--- src/sdm_pkg.sv ---
// shared types and constants for the sorted descending multiset
`timescale 1ns / 1ps
package sdm_pkg;

    localparam int OP_W    = 2;
    localparam int VALUE_W = 32;
    localparam int STAT_W  = 2;
    localparam int POS_W   = 5;
    localparam int COUNT_W = 6;

    typedef enum logic [OP_W-1:0] {
        OP_INSERT = 2'd0,
        OP_FIND   = 2'd1,
        OP_DELETE = 2'd2,
        OP_CLEAR  = 2'd3
    } t_op;

    localparam logic [STAT_W-1:0] ST_DONE      = 2'd0;
    localparam logic [STAT_W-1:0] ST_NOT_FOUND = 2'd1;
    localparam logic [STAT_W-1:0] ST_FULL      = 2'd2;

    // per-cycle command broadcast to every cell of the chain
    typedef struct packed {
        logic compare;
        logic ins;
        logic del;
        logic clr;
    } t_cell_ctrl;

endpackage

--- src/sdm_cell.sv ---
// one storage cell of the sorted chain: holds an entry, compares it, shifts left or right
`timescale 1ns / 1ps
module sdm_cell (
    input  logic                                 i_clk,
    input  logic                                 i_rst_n,
    input  sdm_pkg::t_cell_ctrl                  i_ctrl,
    input  logic signed [sdm_pkg::VALUE_W-1:0]   i_value,
    input  logic signed [sdm_pkg::VALUE_W-1:0]   i_left_value,
    input  logic                                 i_left_valid,
    input  logic                                 i_left_gt,
    input  logic signed [sdm_pkg::VALUE_W-1:0]   i_right_value,
    input  logic                                 i_right_valid,
    output logic signed [sdm_pkg::VALUE_W-1:0]   o_value,
    output logic                                 o_valid,
    output logic                                 o_gt,
    output logic                                 o_eq,
    output logic                                 o_bnd
);
    import sdm_pkg::*;

    logic signed [VALUE_W-1:0] r_value;
    logic                      r_valid;
    logic                      r_gt;
    logic                      r_eq;
    logic                      bnd;

    // first cell whose entry is not greater than the key
    assign bnd = !r_gt && i_left_gt;

    always_ff @(posedge i_clk) begin
        if (!i_rst_n) begin
            r_valid <= 1'b0;
            r_gt    <= 1'b0;
            r_eq    <= 1'b0;
        end else begin
            if (i_ctrl.compare) begin
                r_gt <= r_valid && (r_value > i_value);
                r_eq <= r_valid && (r_value == i_value);
            end
            if (i_ctrl.clr) begin
                r_valid <= 1'b0;
            end else if (i_ctrl.ins && !r_gt) begin
                if (bnd) begin
                    r_value <= i_value;
                    r_valid <= 1'b1;
                end else begin
                    r_value <= i_left_value;
                    r_valid <= i_left_valid;
                end
            end else if (i_ctrl.del && !r_gt) begin
                r_value <= i_right_value;
                r_valid <= i_right_valid;
            end
        end
    end

    assign o_value = r_value;
    assign o_valid = r_valid;
    assign o_gt    = r_gt;
    assign o_eq    = r_eq;
    assign o_bnd   = bnd;

endmodule

--- src/sdm_encoder.sv ---
// one-hot boundary to index encoder and match detect across the chain
`timescale 1ns / 1ps
module sdm_encoder #(
    parameter int N = 32
) (
    input  logic [N-1:0]               i_bnd,
    input  logic [N-1:0]               i_eq,
    output logic [$clog2(N)-1:0]       o_index,
    output logic                       o_hit
);
    import sdm_pkg::*;

    localparam int IW = $clog2(N);

    always_comb begin
        o_index = '0;
        o_hit   = 1'b0;
        for (int i = 0; i < N; i++) begin
            if (i_bnd[i]) begin
                o_index = o_index | IW'(i);
            end
            o_hit = o_hit | (i_bnd[i] & i_eq[i]);
        end
    end

endmodule

--- src/sorted_descending_multiset.sv ---
// top level of the sorted descending multiset: control, count and the cell chain
// result strobe o_valid is registered in the S_APPLY state, which follows the start transfer in S_IDLE
// each operation is a compare cycle then a shift cycle of the chain; start is only taken in S_IDLE
// busy is high during the shift cycle; the next start may coincide with o_valid
// results cannot be stalled and appear for exactly one cycle
// synchronous active-low reset empties the store and clears all cell valid bits
`timescale 1ns / 1ps
module sorted_descending_multiset #(
    parameter int CAPACITY = 32
) (
    input  logic                                i_clk,
    input  logic                                i_rst_n,
    input  logic                                start,
    output logic                                busy,
    input  logic [sdm_pkg::OP_W-1:0]            i_op,
    input  logic signed [sdm_pkg::VALUE_W-1:0]  i_value,
    output logic                                o_valid,
    output logic [sdm_pkg::STAT_W-1:0]          o_status,
    output logic [sdm_pkg::POS_W-1:0]           o_position,
    output logic [sdm_pkg::COUNT_W-1:0]         o_count
);
    import sdm_pkg::*;

    localparam int IW = $clog2(CAPACITY);
    localparam int CW = $clog2(CAPACITY + 1);

    typedef enum logic {
        S_IDLE,
        S_APPLY
    } t_state;

    t_state                    r_state;
    t_op                       r_op;
    logic signed [VALUE_W-1:0] r_value;
    logic [CW-1:0]             r_count;
    logic [CW-1:0]             n_count;

    t_cell_ctrl                ctrl;
    logic signed [VALUE_W-1:0] key;
    logic                      apply;
    logic                      full;
    logic                      hit;
    logic [IW-1:0]             index;

    logic signed [VALUE_W-1:0] cell_value [CAPACITY];
    logic [CAPACITY-1:0]       cell_valid;
    logic [CAPACITY-1:0]       cell_gt;
    logic [CAPACITY-1:0]       cell_eq;
    logic [CAPACITY-1:0]       cell_bnd;

    logic [STAT_W-1:0]         res_status;
    logic [IW-1:0]             res_index;
    logic [POS_W-1:0]          res_pos;
    logic [COUNT_W-1:0]        res_count;

    assign busy  = (r_state == S_APPLY);
    assign apply = (r_state == S_APPLY);
    assign full  = (r_count == CW'(CAPACITY));

    assign ctrl.compare = (r_state == S_IDLE) && start;
    assign ctrl.ins     = apply && (r_op == OP_INSERT) && !full;
    assign ctrl.del     = apply && (r_op == OP_DELETE) && hit;
    assign ctrl.clr     = apply && (r_op == OP_CLEAR);
    assign key          = ctrl.compare ? i_value : r_value;

    genvar g;
    generate
        for (g = 0; g < CAPACITY; g++) begin : g_cell
            logic signed [VALUE_W-1:0] left_value;
            logic                      left_valid;
            logic                      left_gt;
            logic signed [VALUE_W-1:0] right_value;
            logic                      right_valid;

            if (g == 0) begin : g_head
                assign left_value = '0;
                assign left_valid = 1'b0;
                assign left_gt    = 1'b1;
            end else begin : g_mid
                assign left_value = cell_value[g-1];
                assign left_valid = cell_valid[g-1];
                assign left_gt    = cell_gt[g-1];
            end

            if (g == CAPACITY - 1) begin : g_tail
                assign right_value = '0;
                assign right_valid = 1'b0;
            end else begin : g_body
                assign right_value = cell_value[g+1];
                assign right_valid = cell_valid[g+1];
            end

            sdm_cell u_cell (
                .i_clk         (i_clk),
                .i_rst_n       (i_rst_n),
                .i_ctrl        (ctrl),
                .i_value       (key),
                .i_left_value  (left_value),
                .i_left_valid  (left_valid),
                .i_left_gt     (left_gt),
                .i_right_value (right_value),
                .i_right_valid (right_valid),
                .o_value       (cell_value[g]),
                .o_valid       (cell_valid[g]),
                .o_gt          (cell_gt[g]),
                .o_eq          (cell_eq[g]),
                .o_bnd         (cell_bnd[g])
            );
        end
    endgenerate

    sdm_encoder #(
        .N (CAPACITY)
    ) u_encoder (
        .i_bnd   (cell_bnd),
        .i_eq    (cell_eq),
        .o_index (index),
        .o_hit   (hit)
    );

    always_comb begin
        res_status = ST_DONE;
        res_index  = '0;
        n_count    = r_count;
        case (r_op)
            OP_INSERT: begin
                if (full) begin
                    res_status = ST_FULL;
                end else begin
                    res_index = index;
                    n_count   = r_count + CW'(1);
                end
            end
            OP_FIND: begin
                if (hit) begin
                    res_index = index;
                end else begin
                    res_status = ST_NOT_FOUND;
                end
            end
            OP_DELETE: begin
                if (hit) begin
                    res_index = index;
                    n_count   = r_count - CW'(1);
                end else begin
                    res_status = ST_NOT_FOUND;
                end
            end
            OP_CLEAR: begin
                n_count = '0;
            end
            default: begin
                n_count = r_count;
            end
        endcase
    end

    // the result fields keep only their low bits, or are zero-extended when narrower
    generate
        if (IW >= POS_W) begin : g_pos_cut
            assign res_pos = res_index[POS_W-1:0];
        end else begin : g_pos_ext
            assign res_pos = {{(POS_W - IW){1'b0}}, res_index};
        end
        if (CW >= COUNT_W) begin : g_cnt_cut
            assign res_count = n_count[COUNT_W-1:0];
        end else begin : g_cnt_ext
            assign res_count = {{(COUNT_W - CW){1'b0}}, n_count};
        end
    endgenerate

    always_ff @(posedge i_clk) begin
        if (!i_rst_n) begin
            r_state <= S_IDLE;
            r_count <= '0;
            o_valid <= 1'b0;
        end else begin
            case (r_state)
                S_IDLE: begin
                    o_valid <= 1'b0;
                    if (start) begin
                        r_op    <= t_op'(i_op);
                        r_value <= i_value;
                        r_state <= S_APPLY;
                    end
                end
                S_APPLY: begin
                    o_valid    <= 1'b1;
                    o_status   <= res_status;
                    o_position <= res_pos;
                    o_count    <= res_count;
                    r_count    <= n_count;
                    r_state    <= S_IDLE;
                end
                default: begin
                    o_valid <= 1'b0;
                    r_state <= S_IDLE;
                end
            endcase
        end
    end

    a_one_apply_cycle: assert property (@(posedge i_clk) disable iff (!i_rst_n)
        busy |=> !busy)
        else $error("shift cycle lasted more than one clock");

    a_result_follows_apply: assert property (@(posedge i_clk) disable iff (!i_rst_n)
        busy |=> o_valid)
        else $error("no result after shift cycle");

    a_count_bounded: assert property (@(posedge i_clk) disable iff (!i_rst_n)
        r_count <= CW'(CAPACITY))
        else $error("stored count above capacity");

    a_full_refusal: assert property (@(posedge i_clk) disable iff (!i_rst_n)
        (apply && r_op == OP_INSERT && full) |=> (o_status == ST_FULL && full))
        else $error("insert into full store not refused");

    a_full_matches_tail: assert property (@(posedge i_clk) disable iff (!i_rst_n)
        !busy |-> (full == cell_valid[CAPACITY-1]))
        else $error("count and last cell occupancy disagree");

endmodule
--- config.mk ---
export PLATFORM = sky130hd
export DESIGN_NAME = sorted_descending_multiset
export DESIGN_NICKNAME = d
export VERILOG_FILES = /design/src/sdm_pkg.sv /design/src/sdm_cell.sv /design/src/sdm_encoder.sv /design/src/sorted_descending_multiset.sv
export SDC_FILE = /design/constraint.sdc
export NUM_CORES = 2
export LEC_CHECK = 0
export ABC_CLOCK_PERIOD_IN_PS = 25000
export BUFFER_PORTS_ARGS = -buffer_cell sky130_fd_sc_hd__buf_4
export CORE_MARGIN = 5
export CORE_UTILIZATION = 47
export DETAILED_ROUTE_END_ITERATION = 8
export GPL_ROUTABILITY_DRIVEN = 1
export PLACE_DENSITY_LB_ADDON = 0.12
export SYNTH_ARGS = -nofsm -noshare
export SYNTH_HDL_FRONTEND = slang
export SYNTH_HIERARCHICAL = 1
export SYNTH_SLANG_ARGS = --single-unit
--- constraint.sdc ---
create_clock -name i_clk -period 25 [get_ports i_clk]
set_input_delay 1.25 -clock i_clk [delete_from_list [all_inputs] [get_ports i_clk]]
set_output_delay 1.25 -clock i_clk [all_outputs]
set_load 0.03 [all_outputs]
# Word level (Yosys, flattened, before mapping)
# Cells that the tools add are included.
# totals
latchBits,0
ramBits,0
reg_bits,1175
mem_count,0
rom_bits,0
out_inout_bits,15
# classes
bitwise,64
mul,0
mux,1032
shift,0
reduce_logical,233
eq_ne,106
addsub,2
div,0
n_lt_le_gt_ge,32
# ops
op,count
2-to-1 mux 32 bit,422
equality test 32 bit,32
> comparator 32 bit,32
2-to-1 mux 1 bit,551
logical AND 1 bit,165
"!= test 4 x 1 -> 1 bit, second input constant",32
2-to-1 mux 5 bit,23
AND reduction 3 bit,33
"!= test 3 x 1 -> 1 bit, second input constant",32
2-to-1 mux 6 bit,6
zero test 1 bit,33
bitwise AND 1 bit,32
2-to-1 mux 4 bit,8
bitwise OR 1 bit,31
2-to-1 mux 2 bit,13
case mux 6 bit (3 select lines),1
case mux 5 bit (3 select lines),1
2-to-1 mux 3 bit,4
"adder 6 x 1 -> 6 bit, second input constant",1
"equality test 6 bit, second input constant",1
"!= test 2 x 1 -> 1 bit, second input constant",3
case mux 2 bit (3 select lines),1
"subtractor 6 x 1 -> 6 bit, second input constant",1
"equality test 2 bit, second input constant",2
7 further kinds,9

# Depth between registers and ports, before layout
# logic_depth
ltp_word,45
mapped_depth,13
mapped_depth_nobuf,10

# Cells and area by module
# Netlist, hierarchy kept.
# modules_own_cells
mod,instances,cells_per_inst,area_each_um2
sdm_cell,32,280,2596.2
sorted_descending_multiset,1,196,2645.0
sdm_encoder,1,44,290.3

# Worst setup path after synthesis
# No wires, ideal clock.
# synth_timing
path_type,reg-to-reg
start,register r_op[0]
end,"register g_cell[0].u_cell.r_value[0], enable pin"
slack_ns,15.898
synth_period_minus_slack_ns,9.102
path_stages_with_launch,7
arrival_ns,8.590
cell_sequence,edfxtp_1 inv_1 ha_1 o21ai_2 nor2_1 nor2_1 nor4b_1
# synth_lines
item,line_no,text
from (decl),sorted_descending_multiset.sv:33,t_op r_op;
from (signal assigned),sorted_descending_multiset.sv:182,r_op <= t_op'(i_op);
to (signal assigned),sdm_cell.sv:44,r_value <= i_value;
to (signal assigned),sdm_cell.sv:47,r_value <= i_left_value;
to (signal assigned),sdm_cell.sv:51,r_value <= i_right_value;
to (decl),sdm_cell.sv:21,logic signed [VALUE_W-1:0] r_value;

# Worst setup path in the final report
# layout_timing
start,input start
end,register g_cell[31].u_cell.r_gt
# layout_via
elab_chain_cells,6
word_cells_on_any_way,7
# layout_rtl
item,line_no,text
from (decl),sorted_descending_multiset.sv:13,"input logic start,"
logical AND 1 bit,sorted_descending_multiset.sv:60,assign ctrl.compare = (r_state == S_IDLE) && start;
2-to-1 mux 32 bit,sorted_descending_multiset.sv:64,assign key = ctrl.compare ? i_value : r_value;
net key[23],sorted_descending_multiset.sv:39,logic signed [VALUE_W-1:0] key;
> comparator 32 bit,sdm_cell.sv:37,r_gt <= r_valid && (r_value > i_value);
logical AND 1 bit,sdm_cell.sv:37,
2-to-1 mux 1 bit,sdm_cell.sv:36,if (i_ctrl.compare) begin
2-to-1 mux 1 bit,sdm_cell.sv:31,if (!i_rst_n) begin
to (signal assigned),sdm_cell.sv:37,
to (decl),sdm_cell.sv:23,logic r_gt;
# The timed path passes the listed nets, and every way through them passes these cells. The select of a mux whose other input is x is not followed.
# A chain may end at the register's enable or synchronous reset.

==> impl_metrics.py <==
metrics = {
    "floorplanning": {
        "dieArea_um2": 192000,
        "rows": 157,
        "ios": 52,
        "core-area_um2": 182000,
        "fp.dieH_um": 438,
        "die_width_um": 438,
        "start_util_pct": 47.1,
    },
    "clocking": {
        "insertion_delay_ps": 810,
        "clkSinkCount": 1175,
        "cts_resized": 0,
        "cts_max_level": 4,
        "cts-root-buf": "clkbuf_16",
        "post_cts_buffers": 0,
        "postCtsHoldBufs": 0,
        "cts_tree": "done",
        "clk_pin_slew_worst_paths_ps": 60,
        "clockBufferDepth": 3,
        "cts_buffers": 146,
    },
    "synthesis": {
        "synth_seq_cells": 1175,
        "synth_area_leaders": "edfxtp_1, ha_1, mux2i_1",
        "synth_top_family_by_area": "adder cells",
        "synth_cell_types": 55,
        "async_reset_ff_share_pct": 0,
        "syn_avg_cell_area_um2": 9.35,
        "synth_edf_count": 1071,
        "synth_top_area_share_pct": 37.4,
        "syn_area_um2": 86000,
        "yosysTopAreaCell": "edfxtp_1",
        "yosys_warnings": 6,
        "synthXorXnorAreaFrac_pct": 0,
        "synth_flop_cell": "edfxtp_1",
        "yosys.area_share.simple_pct": 14.1,
        "synth_compound_area_share_pct": 12.3,
        "ys_seq_area_share_pct": 39.8,
        "synthMuxAreaShare_pct": 12.3,
        "syn_inst": 9200,
        "synthAdderAreaFrac_pct": 15.0,
    },
    "finish": {
        "nNetsFinal": 10300,
        "final_common_cell": "nand2_1",
        "drive_above_1_share_pct": 6.45,
        "synthToLayoutAreaGrowth_pct": 9.68,
        "mostFrequentLayoutCells": "nand2_1, o21ai_0, edfxtp_1",
    },
    "placed_design": {
        "io_buffers": 51,
        "dp.final_hpwl_mm": 218,
        "post-place-ws_ps": 18860,
        "gp_congestion": 0.927,
    },
    "power": {
        "peakVddDrop_mv": 0.0507,
        "p_per_area_nw_per_um2": 52.7,
        "p_leak_nw": 39.5,
    },
    "critical_path": {
        "crit_fanout": 56,
        "end_kind": "register",
        "crit_type": "input pin to register",
        "arrival_ps": 6110,
        "required_ps": 25670,
        "cp-start-kind": "input pin",
    },
    "route": {
        "num_vias": 71800,
        "drt.antenna.violating_nets": 0,
        "dr.pass1.iters": 6,
        "wl_per_cell_um": 25.7,
        "drc_errors": 0,
        "via_per_inst": 6.11,
        "drtIter0Drc": 6571,
        "wirelength_mm": 302,
    },
    "run_status": {
        "status": "finished clean",
    },
    "timing": {
        "slew_headroom_pct": 18.9,
        "rsz0062_at_grt": "no",
        "finClkSkew_ps": 41.3,
        "holdWs_ps": 482,
        "fmax_ghz": 0.184,
        "period_share_pct": 21.7,
        "period_minus_slack_ps": 5440,
        "setup_ws_ps": 19560,
        "setup_viol": 0,
        "drv_slew": 0,
        "hold_viol_final": 0,
        "setup-tns-final_ps": 0,
        "worst_pin_slew_ps": 1220,
    },
    "global_routing": {
        "grt_pass1_wl_mm": 443,
        "grt_max_degree": 65,
        "antenna_found_initial": 5,
        "first_global_vias": 70300,
        "grt_use_total_pct": 30.3,
        "grt_overflow": 0,
    },
    "min_path": {
        "hold_path_class": "register to register",
    },
    "flow_run": {
        "cap_violations": 0,
    },
}
## sequential cells by signal, summed over array words and instances (netlist names)
signal and count:
r_count 6, o_valid 1, o_position 5, g_cell.u_cell/o_gt 32
o_count 6, g_cell.u_cell/o_eq 32, busy 1, g_cell.u_cell/o_valid 32
r_value 32, r_op 2, g_cell.u_cell/o_value 1024, o_status 2
## synth_stat cells, types with 34 or more instances
cell	instances
a21oi_1	486
nor2_1	361
nand2b_1	66
mux2i_1	1024
nor4b_1	64
a22oi_1	48
nand2_1	1354
a31oi_1	34
nor4_1	69
a21o_1	34
dfxtp_1	104
or4_1	36
o21ai_0	1153
buf_2	131
nand4_1	201
edfxtp_1	1071
a211oi_1	35
ha_1	1032
nor3_1	40
clkbuf_1	228
nand3_1	199
and3_1	34
inv_1	1064
## final timing paths
kind	depth (start not counted)	slack, ps	to	from
max	13	19560	g_cell[31].u_cell/o_gt$_SDFFE_PN0P_	start
min	2	480	g_cell[31].u_cell/o_eq$_SDFFE_PN0P_	g_cell[31].u_cell/o_eq$_SDFFE_PN0P_
min reg2reg	2	480	g_cell[31].u_cell/o_eq$_SDFFE_PN0P_	g_cell[31].u_cell/o_eq$_SDFFE_PN0P_
max reg2reg	11	19620	g_cell[15].u_cell/o_value[27]$_DFFE_PP_	g_cell[5].u_cell/o_gt$_SDFFE_PN0P_
## cell type report
type / count / area (µm²)
antenna: 3 / 7.51
clock buffer: 201 / 4140
clock inverter: 60 / 606
fill: 16800 / 88100
inverter: 1067 / 4010
multi-input combinational: 6661 / 46900
sequential: 1175 / 34300
tap: 2385 / 2980
timing repair buffer: 187 / 1420
## power breakdown
group / switching [W] / total (W) / internal [W]
Sequential: 0.0000225 / 0.00217 / 0.00215
Clock: 0.000889 / 0.00216 / 0.00127
Combinational: 0.000439 / 0.000647 / 0.000208
## worst max-delay path: stages
cell	delay, ps
buf_4	80
nor2b_4	360
buf_4	720
mux2_4	670
buf_4	600
inv_1	100
ha_1	340
nand4_1	160
nor4_1	990
and3_1	350
nor2_1	80
a31oi_1	180
nand3_1	110
## stage by stage
stage,utilization (%),instances,area [µm²],power (W)
2_1_floorplan,-,9265,86300,0.00262
3_3_place_gp,49.1,11500,89600,0.00281
3_5_place_dp,49.1,11500,89600,0.00284
4_1_cts,51.7,11700,94300,0.00499
5_1_grt,51.7,11700,94300,0.00515
6_report,51.7,11700,94300,0.00498
## metal layers
metal	vias up	global-route usage (%)	wire length [µm]
met5	-	0	0
met4	0	16.7	18300
met3	796	4.49	19600
met2	2757	49.9	140000
met1	35100	38.4	124000
li1	33100	-	-
## cells by family after synthesis
| group | count (synthesis) |
|---|---|
| flip-flops | 1175 |
| AO/OA/AOI/OAI | 1937 |
| adder cells (fa/ha/maj) | 1032 |
| AND/OR/NAND/NOR | 2569 |
| other | 2 |
| buffers and inverters | 1429 |
| multiplexers | 1056 |
Power figures use the tool's default switching activity.
